File: src/rtl/wfst_pkg.sv
// ----------------------------------------------------------------------------
// wfst_pkg: shared types and constants for the WPAN frame source tracker
// Function codes, result status codes and controller command/status structs.
// ----------------------------------------------------------------------------
`default_nettype none

package wfst_pkg;

  localparam int unsigned DefTableDepth = 32;
  localparam int unsigned HdrDepth      = 24;

  localparam logic [1:0] FuncByte  = 2'd0;
  localparam logic [1:0] FuncRead  = 2'd1;
  localparam logic [1:0] FuncClear = 2'd2;
  localparam logic [1:0] FuncNone  = 2'd3;

  localparam logic [2:0] StIgnored  = 3'd0;
  localparam logic [2:0] StUpdated  = 3'd1;
  localparam logic [2:0] StAdded    = 3'd2;
  localparam logic [2:0] StFull     = 3'd3;
  localparam logic [2:0] StReadOk   = 3'd4;
  localparam logic [2:0] StReadMiss = 3'd5;
  localparam logic [2:0] StCleared  = 3'd6;

  localparam logic [2:0] FrameTypeMask = 3'h7;
  localparam logic [1:0] AddrModeMask  = 2'h3;
  localparam logic [15:0] ShortNone    = 16'hFFFF;

  // controller -> datapath
  typedef struct packed {
    logic capture;  // latch inputs of accepted transaction
    logic step;     // in-order command handling (byte/read/clear/other)
    logic search;   // compare one table entry
    logic fetch;    // read table at selected index
    logic commit;   // write table / emit result
  } wfst_cmd_t;

  // datapath -> controller
  typedef struct packed {
    logic need_search; // completed frame with usable source
    logic need_fetch;  // read command in range
    logic search_done; // match found or end of table
  } wfst_sts_t;

endpackage

`default_nettype wire

File: src/rtl/wfst_ctrl.sv
// ----------------------------------------------------------------------------
// wfst_ctrl: sequencing state machine
// Steps each transaction through capture and decode and, where needed, table search, fetch, wait and commit.
// ----------------------------------------------------------------------------
`default_nettype none

module wfst_ctrl
  import wfst_pkg::*;
(
  input  wire logic      clk_i,
  input  wire logic      rst_ni,
  input  wire logic      start,
  output logic           busy,
  input  wfst_sts_t      sts_i,
  output wfst_cmd_t      cmd_o
);

  typedef enum logic [5:0] {
    S_IDLE   = 6'b000001,
    S_DECODE = 6'b000010,
    S_SEARCH = 6'b000100,
    S_FETCH  = 6'b001000,
    S_WAIT   = 6'b010000,
    S_COMMIT = 6'b100000
  } state_e;

  state_e state_q, state_d;

  always_comb begin
    state_d = state_q;
    cmd_o   = '0;
    unique case (state_q)
      S_IDLE: begin
        if (start) begin
          cmd_o.capture = 1'b1;
          state_d = S_DECODE;
        end
      end
      S_DECODE: begin
        cmd_o.step = 1'b1;
        if (sts_i.need_search) state_d = S_SEARCH;
        else if (sts_i.need_fetch) state_d = S_FETCH;
        else state_d = S_IDLE;
      end
      S_SEARCH: begin
        cmd_o.search = 1'b1;
        if (sts_i.search_done) state_d = S_FETCH;
      end
      S_FETCH: begin
        cmd_o.fetch = 1'b1;
        state_d = S_WAIT;
      end
      S_WAIT: state_d = S_COMMIT;
      S_COMMIT: begin
        cmd_o.commit = 1'b1;
        state_d = S_IDLE;
      end
      default: state_d = S_IDLE;
    endcase
  end

  assign busy = (state_q != S_IDLE);

  always_ff @(posedge clk_i or negedge rst_ni) begin
    if (!rst_ni) state_q <= S_IDLE;
    else state_q <= state_d;
  end

endmodule

`default_nettype wire

File: config.mk
export PLATFORM = sky130hd
export DESIGN_NAME = wfst_ctrl
export DESIGN_NICKNAME = d
export VERILOG_FILES = /design/src/rtl/wfst_pkg.sv /design/src/rtl/wfst_ctrl.sv
export SDC_FILE = /design/constraint.sdc
export NUM_CORES = 1
export LEC_CHECK = 0
export BUFFER_PORTS_ARGS = -buffer_cell sky130_fd_sc_hd__buf_2
export CAP_MARGIN = 25
export CORE_AREA = 3 3 40 42
export DETAILED_ROUTE_END_ITERATION = 16
export DIE_AREA = 0 0 43 45
export GPL_TIMING_DRIVEN = 0
export PLACE_DENSITY = 0.56
export SYNTH_ARGS = -nofsm -noshare
export SYNTH_HDL_FRONTEND = slang
export SYNTH_SLANG_ARGS = --single-unit
File: constraint.sdc
create_clock -name clk_i -period 2.1 [get_ports clk_i]
set_clock_uncertainty 0.15 [all_clocks]
set_input_delay 0.525 -clock clk_i [delete_from_list [all_inputs] [get_ports clk_i]]
set_output_delay 0.525 -clock clk_i [all_outputs]
set_load 0.03 [all_outputs]
## Word level (Yosys, flattened, before mapping)

Index checks and enable logic that the tools add are counted.
W data, S select, Z words.

- Bits in registers: 6
- Word-level logic and storage cells: 22

- Eq/ne operators: 9
- Mux-type cells: 11
- Reductions and logical operators: 1

Operators with widths:

| kind | number |
|---|---|
| $pmux W6 S5 | 1 |
| $mux W6 | 3 |
| $eq A6 B1 Y1 const B | 1 |
| $eq A6 B2 Y1 const B | 1 |
| $eq A6 B3 Y1 const B | 1 |
| $eq A6 B4 Y1 const B | 1 |
| $eq A6 B5 Y1 const B | 1 |
| $eq A6 B6 Y1 const B | 1 |
| $mux W1 | 6 |
| $ne A6 B1 Y1 const B | 1 |
| $mux W4 | 1 |
| $ne A2 B2 Y1 const B | 2 |
| $reduce_and A2 Y1 | 1 |

## Depth between registers and ports, before layout

- Depth in word-level cells: 3
- Mapped depth: 4
- Depth with buffers taken out: 3

## Worst setup path before layout

Ideal clock, no wire load.

- Path type: reg2out
- From: register state_q[1]
- To: output port cmd_o[1] in the netlist's numbering
- Arrival: 1.704 ns
- Data required time: 1.425 ns
- Setup slack: -0.279 ns
- Cell stages (with the launch flop): 3
- Buffers on the path: 0
- Cells stage by stage: dfrtp_1 or4_4 nor3b_1

RTL lines:

| what | RTL line | text |
|---|---|---|
| from (decl) | wfst_ctrl.sv:27 | `state_e state_q, state_d;` |
| from (signal assigned) | wfst_ctrl.sv:66 | `else state_q <= state_d;` |
| to (decl) | wfst_ctrl.sv:15 | `output wfst_cmd_t cmd_o` |

==> flow_summary.json <==
{
  "chipWidth_um": 43,
  "period_share": 1.08,
  "synthMuxAreaShare": 0,
  "hp-class": "in -> reg",
  "yosysSeqAreaShare": 0.399,
  "grt_pass1_vias": 386,
  "placedCellCount": 64,
  "clkTransAtPathRegs_ns": 0.05,
  "holdWs_ns": 0.365,
  "cp-startpoint": "state_q[2]",
  "peakVddDrop_mv": 0.648,
  "synth-xor-area-share": 0.0231,
  "largest_register_ffs": 6,
  "largestRegisters": "state_q x6",
  "hpwl_um": 630,
  "synthToLayoutAreaGrowth_pct": 73.6,
  "nFillCells": 122,
  "dieArea_um2": 1940,
  "final_cell_area_um2": 658,
  "seqCellArea_um2": 155,
  "cp_common_cell": "buf_6",
  "regMostFlops": "state_q",
  "nets": 71,
  "syn-num-nets": 44,
  "final_common_cell": "buf_4",
  "worstHoldStart": "sts_i[2]",
  "yosysWarnings": 0,
  "synth_seq_cells": 6,
  "worst-path-max-fanout": 5,
  "slew_headroom": 0.857,
  "synth.avg_cell_area_um2": 9.98,
  "cts_buffers": 3,
  "grt_max_degree": 9,
  "cts_tree": "built",
  "post-route-min-period_ns": 2.26,
  "total_leakage_power_nw": 0.323,
  "drt-total-wl_um": 1100,
  "setup_tns_ns": -0.471,
  "grt_overflow": 0,
  "synth_top_family_by_area": "simple AND/OR/NAND/NOR gates",
  "fp-row-count": 13,
  "grtUsageTotal": 0.128,
  "gp_congestion": 0.731,
  "violations": "setup timing",
  "root_buffer": "clkbuf_4",
  "netlist_instances": 38,
  "drt.antenna.violating_nets": 0,
  "drcViolationCount": 0,
  "rsz0062_at_grt": "yes",
  "cts_buffer_depth": 2,
  "p_per_area_nw_per_um2": 1150,
  "whs_path_depth": 2,
  "synth-compound-area-share": 0.155,
  "wl_per_cell_um": 13.9,
  "initialDrtViolationCount": 11,
  "coreArea_um2": 1280,
  "rr_startpoint": "state_q[2]",
  "tightest_slew_ns": 0.214,
  "layout_common_cells": "12 x buf_4, 6 x buf_6, 5 x buf_2",
  "routed_via_density": 4.86,
  "drt_first_pass_iters": 4,
  "place_area_um2": 470,
  "io_pins": 12,
  "crit_path_top_delay_cell": "or4b_4",
  "cts.htree.levels": 1,
  "crit_path_cell_trace": "buf_6 > or4b_4 > nor3_4 > buf_6",
  "multiInputGateArea_um2": 258,
  "end_kind": "primary output",
  "synth-simple-area-share": 0.363,
  "setup_ws_ns": -0.161,
  "arrival_ns": 1.59,
  "die_h_um": 45,
  "antenna_cells": 0,
  "synth_fa_ha_area_frac": 0,
  "antenna_found_initial": 0,
  "drive_gt1_frac": 0.656,
  "start_util": 0.295,
  "cts_sinks": 6,
  "critical-path-max-stage-delay_ns": 0.53,
  "path_class": "reg -> out",
  "timing.max_cap.violations": 0,
  "hold_violations": 0,
  "clkLatencyLatePin_ns": 0.25,
  "grt_pass1_wl_um": 1700,
  "status": "complete, but fails checks",
  "ys_types": 22,
  "via_count": 384,
  "final-max-slew-violation-count": 0,
  "max_freq_ghz": 0.442,
  "fin_cells": 79,
  "r2r_cells": 4,
  "finalSetupViolations": 4,
  "port_buffers": 11,
  "synthesis.area_um2": 379,
  "crit_required_ns": 1.42,
  "place_ws_ns": -0.132,
  "startpoint_type": "register"
}
[layer usage]
layer  wire length (um)  up-vias  global-route usage
met2                587       13               0.210
met3                 64        2              0.0598
met5                  0        -                   0
li1                   -      191                   -
met4                  6        0              0.0904
met1                439      178               0.130
[worst max-delay path, delay by kind of cell (launching register included)]
| family | cells | cell delay, ns |
|---|---|---|
| simple gates | 2 | 0.69 |
| flops | 1 | 0.37 |
| buf+inv | 2 | 0.28 |
[worst paths after layout]
kind	slack, ns	endpoint
max	-0.16	cmd_o[3]
min	0.36	state_q[2]
max reg2reg	0.39	state_q[0]
min reg2reg	0.38	state_q[4]
max in group asynchronous	1.09	state_q[0]
min in group asynchronous	0.47	state_q[4]
[repair_timing]
item,in CTS,in global routing
pin swaps,3,3
gates resized for setup,11,13
hold buffers,1,0
endpoints found under the setup margin,5,6
hold endpoints to repair,5,0
buffers inserted,9,2
[cell usage after synthesis]
library cell  count  share of area
nor3_2            1          0.026
nor3b_2           1          0.033
nand2_1           2          0.020
a22o_1            2          0.046
nor4b_1           1          0.023
and3_1            2          0.033
dfrtp_1           5           0.33
buf_6             1          0.030
or3_1             2          0.033
o211a_1           1          0.026
a21oi_1           1          0.013
nor2_1            5          0.050
clkbuf_1          1         0.0099
or4b_4            1          0.036
o2bb2ai_1         1          0.023
o21ai_0           1          0.013
inv_1             2          0.020
dfstp_2           1          0.069
or4_4             1          0.030
nor3b_1           4          0.079
o211ai_2          1          0.033
xor2_1            1          0.023
[power breakdown]
| part | internal, mW | switching, mW |
|---|---|---|
| Sequential | 0.148 | 0.0263 |
| Clock | 0.0724 | 0.0484 |
| Combinational | 0.244 | 0.219 |
[stage by stage]
step                      utilization  power, mW
after detailed placement        0.366      0.468
after global placement          0.366      0.463
final                           0.512      0.758
after CTS                       0.472      0.688
after floorplan                     -      0.405
after global routing            0.512      0.809
[logic make-up (layout without fill, tap and decap cells)]
group | Yosys count | after routing
XOR/XNOR | 1 | 1
AO/OA/AOI/OAI | 7 | 7
buffers and inverters | 4 | 30
AND/OR/NAND/NOR | 20 | 20
flip-flops | 6 | 6
[final cells by class]
cell class	instances	share of cell area
Multi-Input combinational cell	28	0.392
Timing Repair Buffer	23	0.276
Sequential cell	6	0.236
Clock buffer	4	0.0399
Tap cell	15	0.0285
Buffer	1	0.0171
Inverter	2	0.0114
Power figures use the tool's default switching activity.
